### config.mk
export PLATFORM = sky130hd
export DESIGN_NAME = mux_display_brightness_estimator_top
export DESIGN_NICKNAME = d
export VERILOG_FILES = /design/src/rtl/mdbe_pkg.sv /design/src/rtl/mdbe_counters.sv /design/src/rtl/mdbe_div.sv /design/src/rtl/mux_display_brightness_estimator_top.sv
export SDC_FILE = /design/constraint.sdc
export NUM_CORES = 2
export LEC_CHECK = 0
export BUFFER_PORTS_ARGS = -buffer_cell sky130_fd_sc_hd__buf_2
export CAP_MARGIN = 20
export CORE_MARGIN = 4
export CORE_UTILIZATION = 25
export DETAILED_ROUTE_END_ITERATION = 6
export PLACE_DENSITY_LB_ADDON = 0.12
export REMOVE_ABC_BUFFERS = 1
export SLEW_MARGIN = 10
export SYNTH_ARGS = -nofsm -noshare
export SYNTH_HDL_FRONTEND = slang
export SYNTH_SLANG_ARGS = --single-unit
export TNS_END_PERCENT = 100
### constraint.sdc
create_clock -name i_clk -period 18.9 [get_ports i_clk]
set_clock_uncertainty 0.05 [all_clocks]
set_input_delay 0 -clock i_clk [delete_from_list [all_inputs] [get_ports i_clk]]
set_output_delay 0 -clock i_clk [all_outputs]
set_load 0.02 [all_outputs]
### src/rtl/mdbe_pkg.sv
`default_nettype none

package mdbe_pkg;

    // Configuration port geometry
    localparam int CFG_W     = 24;
    localparam int CFG_IDX_W = 2;

    // Register indexes
    localparam logic [CFG_IDX_W-1:0] REG_SEG_MASK  = 2'd0;
    localparam logic [CFG_IDX_W-1:0] REG_DIG_MASK  = 2'd1;
    localparam logic [CFG_IDX_W-1:0] REG_INTERVAL  = 2'd2;
    localparam logic [CFG_IDX_W-1:0] REG_FRAME_LEN = 2'd3;

    // Input transaction modes
    localparam int MODE_W = 2;
    localparam logic [MODE_W-1:0] MODE_START = 2'd0;
    localparam logic [MODE_W-1:0] MODE_TICK  = 2'd1;
    localparam logic [MODE_W-1:0] MODE_END   = 2'd2;

    // Field widths
    localparam int INTERVAL_W = 16;
    localparam int PHASE_W    = 17;
    localparam int FRAME_W    = 24;
    localparam int LEVEL_W    = 8;

    // Brightness update constants
    localparam int unsigned K_COUNT_GAIN    = 600;
    localparam int unsigned K_OFFSET        = 30;
    localparam int unsigned FRAME_LEN_RESET = 1000;

    // Quotient bits: eight result bits plus one overflow bit
    localparam int QUOT_W = LEVEL_W + 1;

    // Counter bank control
    typedef struct packed {
        logic clear;
        logic sample;
    } t_cnt_ctrl;

endpackage

`default_nettype wire

### src/rtl/mdbe_counters.sv
`default_nettype none

module mdbe_counters #(
    parameter int NUM_DIGITS   = 4,
    parameter int NUM_SEGMENTS = 8,
    parameter int COUNT_WIDTH  = 24,
    localparam int CELLS       = NUM_DIGITS * NUM_SEGMENTS,
    localparam int CELL_W      = (CELLS > 1) ? $clog2(CELLS) : 1
) (
    input  wire logic                    i_clk,
    input  wire logic                    i_rst_n,
    input  wire mdbe_pkg::t_cnt_ctrl     i_ctrl,
    input  wire logic [NUM_SEGMENTS-1:0] i_seg_bits,
    input  wire logic [NUM_DIGITS-1:0]   i_dig_bits,
    input  wire logic [CELL_W-1:0]       i_rd_cell,
    output logic      [COUNT_WIDTH-1:0]  o_rd_count
);

    localparam logic [COUNT_WIDTH-1:0] COUNT_MAX = '1;

    logic [COUNT_WIDTH-1:0] r_cnt [CELLS];

    // One saturating on-counter per segment of each digit
    for (genvar d = 0; d < NUM_DIGITS; d++) begin : g_dig
        for (genvar s = 0; s < NUM_SEGMENTS; s++) begin : g_seg
            always_ff @(posedge i_clk) begin
                if (!i_rst_n || i_ctrl.clear) begin
                    r_cnt[d*NUM_SEGMENTS+s] <= '0;
                end else if (i_ctrl.sample && i_dig_bits[d] && i_seg_bits[s] &&
                             r_cnt[d*NUM_SEGMENTS+s] != COUNT_MAX) begin
                    r_cnt[d*NUM_SEGMENTS+s] <= r_cnt[d*NUM_SEGMENTS+s] + 1'b1;
                end
            end
        end
    end

    // Read the counter of the cell under update
    assign o_rd_count = r_cnt[i_rd_cell];

endmodule

`default_nettype wire

### src/rtl/mdbe_div.sv
`default_nettype none

module mdbe_div #(
    parameter int COUNT_WIDTH = 24
) (
    input  wire logic                            i_clk,
    input  wire logic                            i_rst_n,
    input  wire logic                            i_start,
    input  wire logic [mdbe_pkg::LEVEL_W-1:0]    i_old,
    input  wire logic [COUNT_WIDTH-1:0]          i_count,
    input  wire logic [mdbe_pkg::FRAME_W-1:0]    i_frame_len,
    output logic                                 o_done,
    output logic      [mdbe_pkg::LEVEL_W-1:0]    o_level
);

    // (old + 30) * F is below 2^33; 600 * count below 2^(COUNT_WIDTH+10)
    localparam int PROD_W = mdbe_pkg::LEVEL_W + 1 + mdbe_pkg::FRAME_W;
    localparam int GAIN_W = COUNT_WIDTH + 10;
    localparam int WIDE_W = (COUNT_WIDTH > mdbe_pkg::FRAME_W) ? COUNT_WIDTH
                                                               : mdbe_pkg::FRAME_W;
    localparam int NUM_W  = WIDE_W + 10;
    localparam int DEN_W  = mdbe_pkg::FRAME_W + mdbe_pkg::QUOT_W + 1;
    localparam int STEP_W = $clog2(mdbe_pkg::QUOT_W + 1);

    localparam logic [1:0] D_IDLE = 2'd0;
    localparam logic [1:0] D_SUM  = 2'd1;
    localparam logic [1:0] D_DIV  = 2'd2;
    localparam logic [1:0] D_DONE = 2'd3;

    logic [1:0]                       r_state, n_state;
    logic [STEP_W-1:0]                r_step;
    logic [mdbe_pkg::FRAME_W-1:0]     r_frame;
    logic [PROD_W-1:0]                r_prod;
    logic [GAIN_W-1:0]                r_gain;
    logic [NUM_W-1:0]                 r_rem;
    logic [DEN_W-1:0]                 r_den;
    logic [mdbe_pkg::QUOT_W-1:0]      r_quot;

    logic [mdbe_pkg::LEVEL_W:0]       w_old_ofs;
    logic [NUM_W-1:0]                 w_den_ext;
    logic                             w_ge;
    logic                             w_last_step;

    assign w_old_ofs   = {1'b0, i_old} + (mdbe_pkg::LEVEL_W+1)'(mdbe_pkg::K_OFFSET);
    assign w_den_ext   = NUM_W'(r_den);
    assign w_ge        = (r_rem >= w_den_ext);
    assign w_last_step = (r_step == STEP_W'(mdbe_pkg::QUOT_W - 1));

    // Sequence: products, sum, one compare-subtract per quotient bit
    always_comb begin
        n_state = r_state;
        unique case (r_state)
            D_IDLE: if (i_start) n_state = D_SUM;
            D_SUM:  n_state = D_DIV;
            D_DIV:  if (w_last_step) n_state = D_DONE;
            D_DONE: n_state = D_IDLE;
            default: n_state = D_IDLE;
        endcase
    end

    always_ff @(posedge i_clk) begin
        if (!i_rst_n) begin
            r_state <= D_IDLE;
        end else begin
            r_state <= n_state;
        end
    end

    // Datapath registers
    always_ff @(posedge i_clk) begin
        case (r_state)
            D_IDLE: begin
                if (i_start) begin
                    r_frame <= i_frame_len;
                    r_prod  <= PROD_W'(w_old_ofs) * PROD_W'(i_frame_len);
                    r_gain  <= GAIN_W'(i_count) * GAIN_W'(mdbe_pkg::K_COUNT_GAIN);
                end
            end
            D_SUM: begin
                r_rem  <= NUM_W'(r_prod) + NUM_W'(r_gain);
                r_den  <= {1'b0, r_frame, {mdbe_pkg::QUOT_W{1'b0}}};
                r_quot <= '0;
                r_step <= '0;
            end
            D_DIV: begin
                if (w_ge) begin
                    r_rem <= r_rem - w_den_ext;
                end
                r_quot <= {r_quot[mdbe_pkg::QUOT_W-2:0], w_ge};
                r_den  <= r_den >> 1;
                r_step <= r_step + 1'b1;
            end
            default: begin
            end
        endcase
    end

    // Saturate when the overflow quotient bit is set
    assign o_done  = (r_state == D_DONE);
    assign o_level = r_quot[mdbe_pkg::QUOT_W-1] ? '1 : r_quot[mdbe_pkg::LEVEL_W-1:0];

endmodule

`default_nettype wire

### src/rtl/mux_display_brightness_estimator_top.sv
// Frame-start and tick transactions: accepted one per cycle, no results.
// Frame end: 32 results, each through load and products, sum, nine divider
// compare-subtract steps, done and output.
// The input side stalls from frame-end acceptance until the last result is taken.
// Reset (i_rst_n low, synchronous): counters, brightness and phase clear,
// masks and interval go to zero, frame length to 1000.
`default_nettype none

module mux_display_brightness_estimator_top #(
    parameter int NUM_DIGITS   = 4,
    parameter int NUM_SEGMENTS = 8,
    parameter int COUNT_WIDTH  = 24,
    localparam int CELLS       = NUM_DIGITS * NUM_SEGMENTS,
    localparam int CELL_W      = (CELLS > 1) ? $clog2(CELLS) : 1,
    localparam int DIG_W       = (NUM_DIGITS > 1) ? $clog2(NUM_DIGITS) : 1,
    localparam int SEG_W       = (NUM_SEGMENTS > 1) ? $clog2(NUM_SEGMENTS) : 1
) (
    input  wire logic                              i_clk,
    input  wire logic                              i_rst_n,
    input  wire logic                              i_cfg_we,
    input  wire logic [mdbe_pkg::CFG_IDX_W-1:0]    i_cfg_idx,
    input  wire logic [mdbe_pkg::CFG_W-1:0]        i_cfg_data,
    input  wire logic                              i_in_valid,
    output logic                                   o_in_stall,
    input  wire logic [mdbe_pkg::MODE_W-1:0]       i_mode,
    input  wire logic [NUM_SEGMENTS-1:0]           i_segment_levels,
    input  wire logic [NUM_DIGITS-1:0]             i_digit_levels,
    output logic                                   o_out_valid,
    input  wire logic                              i_out_stall,
    output logic      [DIG_W-1:0]                  o_digit_index,
    output logic      [SEG_W-1:0]                  o_segment_index,
    output logic      [mdbe_pkg::LEVEL_W-1:0]      o_brightness,
    output logic                                   o_last
);

    localparam logic [1:0] S_IDLE = 2'd0;
    localparam logic [1:0] S_LOAD = 2'd1;
    localparam logic [1:0] S_CALC = 2'd2;
    localparam logic [1:0] S_OUT  = 2'd3;

    logic [1:0]                          r_state, n_state;
    logic [NUM_SEGMENTS-1:0]             r_seg_mask;
    logic [NUM_DIGITS-1:0]               r_dig_mask;
    logic [mdbe_pkg::INTERVAL_W-1:0]     r_interval;
    logic [mdbe_pkg::FRAME_W-1:0]        r_frame_len;
    logic [mdbe_pkg::PHASE_W-1:0]        r_phase;
    logic [mdbe_pkg::LEVEL_W-1:0]        r_bright [CELLS];
    logic [CELL_W-1:0]                   r_cell;
    logic [DIG_W-1:0]                    r_dig;
    logic [SEG_W-1:0]                    r_seg;
    logic                                r_out_valid;
    logic [DIG_W-1:0]                    r_out_dig;
    logic [SEG_W-1:0]                    r_out_seg;
    logic [mdbe_pkg::LEVEL_W-1:0]        r_out_level;
    logic                                r_out_last;

    logic                                w_in_acc;
    logic                                w_out_acc;
    logic                                w_tick;
    logic                                w_start;
    logic                                w_end;
    logic                                w_sample_due;
    logic                                w_cell_last;
    logic [mdbe_pkg::FRAME_W-1:0]        w_frame_eff;
    logic [COUNT_WIDTH-1:0]              w_count;
    logic                                w_div_done;
    logic [mdbe_pkg::LEVEL_W-1:0]        w_div_level;
    mdbe_pkg::t_cnt_ctrl                 w_cnt_ctrl;

    assign o_in_stall   = (r_state != S_IDLE);
    assign w_in_acc     = i_in_valid && !o_in_stall;
    assign w_out_acc    = r_out_valid && !i_out_stall;
    assign w_start      = w_in_acc && (i_mode == mdbe_pkg::MODE_START);
    assign w_tick       = w_in_acc && (i_mode == mdbe_pkg::MODE_TICK);
    assign w_end        = w_in_acc && (i_mode == mdbe_pkg::MODE_END);
    assign w_sample_due = (r_phase > {1'b0, r_interval});
    assign w_cell_last  = (r_cell == CELL_W'(CELLS - 1));
    assign w_frame_eff  = (r_frame_len == '0) ? mdbe_pkg::FRAME_W'(1) : r_frame_len;

    // Configuration registers
    always_ff @(posedge i_clk) begin
        if (!i_rst_n) begin
            r_seg_mask  <= '0;
            r_dig_mask  <= '0;
            r_interval  <= '0;
            r_frame_len <= mdbe_pkg::FRAME_W'(mdbe_pkg::FRAME_LEN_RESET);
        end else if (i_cfg_we) begin
            unique case (i_cfg_idx)
                mdbe_pkg::REG_SEG_MASK:  r_seg_mask  <= i_cfg_data[NUM_SEGMENTS-1:0];
                mdbe_pkg::REG_DIG_MASK:  r_dig_mask  <= i_cfg_data[NUM_DIGITS-1:0];
                mdbe_pkg::REG_INTERVAL:  r_interval  <= i_cfg_data[mdbe_pkg::INTERVAL_W-1:0];
                mdbe_pkg::REG_FRAME_LEN: r_frame_len <= i_cfg_data[mdbe_pkg::FRAME_W-1:0];
                default: begin
                end
            endcase
        end
    end

    // Sampler phase: sample when past the interval, then restart
    always_ff @(posedge i_clk) begin
        if (!i_rst_n) begin
            r_phase <= '0;
        end else if (w_start) begin
            r_phase <= {1'b0, r_interval} + 1'b1;
        end else if (w_tick) begin
            r_phase <= w_sample_due ? '0 : r_phase + 1'b1;
        end
    end

    assign w_cnt_ctrl.clear  = w_start;
    assign w_cnt_ctrl.sample = w_tick && w_sample_due;

    mdbe_counters #(
        .NUM_DIGITS   (NUM_DIGITS),
        .NUM_SEGMENTS (NUM_SEGMENTS),
        .COUNT_WIDTH  (COUNT_WIDTH)
    ) u_counters (
        .i_clk      (i_clk),
        .i_rst_n    (i_rst_n),
        .i_ctrl     (w_cnt_ctrl),
        .i_seg_bits (i_segment_levels & r_seg_mask),
        .i_dig_bits (i_digit_levels & r_dig_mask),
        .i_rd_cell  (r_cell),
        .o_rd_count (w_count)
    );

    mdbe_div #(
        .COUNT_WIDTH (COUNT_WIDTH)
    ) u_div (
        .i_clk       (i_clk),
        .i_rst_n     (i_rst_n),
        .i_start     (r_state == S_LOAD),
        .i_old       (r_bright[r_cell]),
        .i_count     (w_count),
        .i_frame_len (w_frame_eff),
        .o_done      (w_div_done),
        .o_level     (w_div_level)
    );

    // Frame-end sequencer: one cell at a time through the divider
    always_comb begin
        n_state = r_state;
        unique case (r_state)
            S_IDLE: if (w_end) n_state = S_LOAD;
            S_LOAD: n_state = S_CALC;
            S_CALC: if (w_div_done) n_state = S_OUT;
            S_OUT:  if (w_out_acc) n_state = r_out_last ? S_IDLE : S_LOAD;
            default: n_state = S_IDLE;
        endcase
    end

    always_ff @(posedge i_clk) begin
        if (!i_rst_n) begin
            r_state     <= S_IDLE;
            r_out_valid <= 1'b0;
        end else begin
            r_state <= n_state;
            if (r_state == S_CALC && w_div_done) begin
                r_out_valid <= 1'b1;
            end else if (w_out_acc) begin
                r_out_valid <= 1'b0;
            end
        end
    end

    // Walk the cells digit-major
    always_ff @(posedge i_clk) begin
        if (!i_rst_n || w_end) begin
            r_cell <= '0;
            r_dig  <= '0;
            r_seg  <= '0;
        end else if (r_state == S_OUT && w_out_acc && !r_out_last) begin
            r_cell <= r_cell + 1'b1;
            if (r_seg == SEG_W'(NUM_SEGMENTS - 1)) begin
                r_seg <= '0;
                r_dig <= r_dig + 1'b1;
            end else begin
                r_seg <= r_seg + 1'b1;
            end
        end
    end

    // Store the new level and capture the result
    always_ff @(posedge i_clk) begin
        if (!i_rst_n) begin
            for (int k = 0; k < CELLS; k++) begin
                r_bright[k] <= '0;
            end
        end else if (r_state == S_CALC && w_div_done) begin
            r_bright[r_cell] <= w_div_level;
        end
    end

    always_ff @(posedge i_clk) begin
        if (r_state == S_CALC && w_div_done) begin
            r_out_dig   <= r_dig;
            r_out_seg   <= r_seg;
            r_out_level <= w_div_level;
            r_out_last  <= w_cell_last;
        end
    end

    assign o_out_valid     = r_out_valid;
    assign o_digit_index   = r_out_dig;
    assign o_segment_index = r_out_seg;
    assign o_brightness    = r_out_level;
    assign o_last          = r_out_last;

endmodule

`default_nettype wire

==> run metrics <==
setup repair bufs after CTS=0; flops & latches, synth=1,295; Post-route DRC=0; Worst path slowest cell=mux2i_4; Leak Pwr=0.0327 uW; share of layout cells above drive strength 1=0.109; CP Buf/Inv Count=4; final setup vio count=0; effective utilization at floorplan=0.251; ANT nets after route=0; syn avg cell area=11.0 um^2; Die ar.=0.333 mm^2; RSZ-0062 raised after global routing=no; Fill cells=33,400; CTS tree=built; Layout Nets=7,890; dominant cells by area after synthesis=edfxtp_1, mux4_2, nor2_1; fin. max-slew vios=0; Register Area=between 0.03 and 0.04 mm^2; final WL=250,000 um; maximum VDD drop=0.0712 mV; routability congestion estimate=0.851; asr flop ratio synth=0; Tmin final=9.84 ns; row count=208; register area share after synthesis=0.470; Area Growth Syn to Fin=14.1%; hold crit path type=in2reg; Worst Tran Pin Value=1.06 ns; CP endpoint kind=flip-flop; post-synthesis cell area=about 0.081 mm^2; max-slew headroom at the worst pin=0.291; setup_tns=0 ns; # Max-Cap Violations=0; PD cells=106 mW/mm^2; Die Height=roughly 580 um; post-synthesis instance total=7,327; core box area=0.322 mm^2; largest stage delay on the critical path=0.81 ns; via-per-instance ratio=4.64; WP data required=19.43 ns; largest net degree at the start of global routing=100; Pwr Total=9800 uW; area of the multi-input gates=approximately 0.040 mm^2; number of buffers created by CTS=around 170; Clock Pin Slew Worst Setup and Hold Paths=roughly 0.060 ns; Place WS=around 8.6 ns; Max Fclk=102 MHz; vias=~55,000; share of the synthesized area in the top cell type=0.448; vias in the first global route=between 50,000 and 60,000; drt first pass iters=6; die width=577 um; boundary pin count=61; H-tree levels=4; yosys warns=0; Critical Path Fanout Max=34; CTS Sinks=1,295; number of synthesized flops with an enable pin=1,206; cell taking the most area after synthesis=edfxtp_1; startpoint types=flip-flop; Max Root-Sink Buffers=4; Final Cycle Share=0.520; status=completed; wire length per cell=21.1 um; Hold Vio Cnt, Final=0; WS Path Type=reg2reg; initial DRC count=3,968; post-DP HPWL=roughly 180,000 um; slack of the critical path=9.06 ns; worst-skew pair later-pin latency=0.86 ns; Tot GR Track Use=0.147; crit-path most repeated cell=fa_1; CP arrival=approximately 10 ns; initial antenna violation count=19; post-synth cell types=79; Synth Flop Type=edfxtp_1; first-pass GRT wire length=approximately 370,000 um; r2r setup slk=9.06 ns; global route overflow=0; Port-buffer cells=60; Top Family by Delay on Critical Path=adder cells; clock root buffer=clkbuf_16
-- path summary, 6_finish.rpt --
| path | depth (start not counted) | endpoint | startpoint |
|---|---|---|---|
| worst max-delay path | 26 | u_div.r_prod[26]$_DFFE_PP_ | flip-flop |
| worst min-delay path | 3 | u_counters.r_cnt[17][22]$_SDFFCE_PN0P_ | i_digit_levels[2] |
| worst max register to register | 26 | u_div.r_prod[26]$_DFFE_PP_ | flip-flop |
| worst min register to register | 2 | r_interval[9]$_SDFFE_PN0P_ | r_interval[9]$_SDFFE_PN0P_ |
-- report_power, final --
group          internal [uW]  total, uW  switching (uW)
combinational           1030       2720            1690
clock                   1850       3170            1320
sequential              3600       3900             300
-- cells in the final DEF (no fill, tap or decap), types with 27 or more instances in the layout --
cell           Yosys  layout
clkinv_1           0      30
buf_4              3      65
xnor2_1          324     323
clkbuf_16          0     172
nand2b_1          46      46
clkbuf_1         274      39
a21o_1            68      68
inv_1            462     461
and2_1           147     146
buf_2             22      60
and3_1           173     173
nand2_1          654     654
nand4_1          118     118
fa_1             196     196
mux2i_1           27      27
nor2_1          1336    1327
nand3_1          294     294
ha_1             271     269
dlygate4sd3_1      0      85
a21oi_1          173     172
dfxtp_1           89      84
o21ai_0          107      77
o21ai_2            0      30
nor3_1            51      51
mux2_2            50      50
nor2b_1           48      48
and4_1            58      58
xor2_1           507     505
mux4_2           300     300
edfxtp_1        1206    1206
-- metrics by stage --
| stage | instance area (um^2) | std cells | hold slack (ns) | util |
|---|---|---|---|---|
| floorplan | 79400 | 6983 | 0.0218 | - |
| global placement | 85900 | 11400 | 0.186 | 0.267 |
| detailed placement | 86000 | 11400 | 0.186 | 0.267 |
| CTS | 92100 | 11800 | 0.00208 | 0.286 |
| global route | 92300 | 11800 | -0.0000216 | 0.287 |
| finish | 92300 | 11800 | 0.0341 | 0.287 |
-- tightest hold or removal path: stages --
cell     delay [ns]
buf_2          0.15
nand4_1        0.46
o21ai_2        0.13
-- layout make-up --
type,instances,area share
clock inverters,76,0.00769
well taps,4305,0.0584
inverters,462,0.0188
diodes,15,0.000407
clock buffers,218,0.0493
multi-input cells,5226,0.433
repair buffers,224,0.0206
flip-flops and latches,1295,0.412
-- cell families after synthesis --
group	count (synthesis)	synth area share
AOI/OAI and AO/OA	515	0.0405
xor gates and xnor gates	833	0.0904
adders and majority gates	467	0.0905
buffers and inverters	806	0.0392
DFF	1295	0.470
muxes	401	0.101
and+or+nand+nor	3010	0.168
-- synthesized netlist by cell type (all sizes together) (89+ instances only) --
library cell and number:
xnor2 325, fa 196, nor2 1336, a21oi 173, mux4 320, nand2 654, and2 148, nand3 294
ha 271, inv 462, and3 173, o21ai 107, clkbuf 274, edfxtp 1206, xor2 508, dfxtp 89
nand4 118
-- repair_timing --
action,in CTS,in global routing
hold buffers,85,0
gates resized for setup,0,0
endpoints found under the hold margin,163,0
-- routing by layer --
layer | share of wire | wire length (um) | global-route usage | vias up
met4 | 0.023 | 5860 | 0.0344 | 2
met2 | 0.47 | 118000 | 0.243 | 875
met1 | 0.46 | 115000 | 0.203 | 27900
li1 | - | - | - | 25800
met5 | 0.000052 | 13 | 0.00244 | -
met3 | 0.043 | 10800 | 0.0226 | 283
-- registers in the layout, indices dropped and copies added, names as in the netlist, 8 cells and up, named ones only --
name	count
o_brightness	8
u_counters.r_cnt	768
r_seg_mask	8
u_div.r_rem	34
u_div.r_prod	33
u_div.r_frame	24
r_phase	17
r_frame_len	24
r_interval	16
r_bright	256
u_div.r_den	33
u_div.r_quot	9
u_div.r_gain	31
Note: power is estimated with default switching activity, not from simulation.
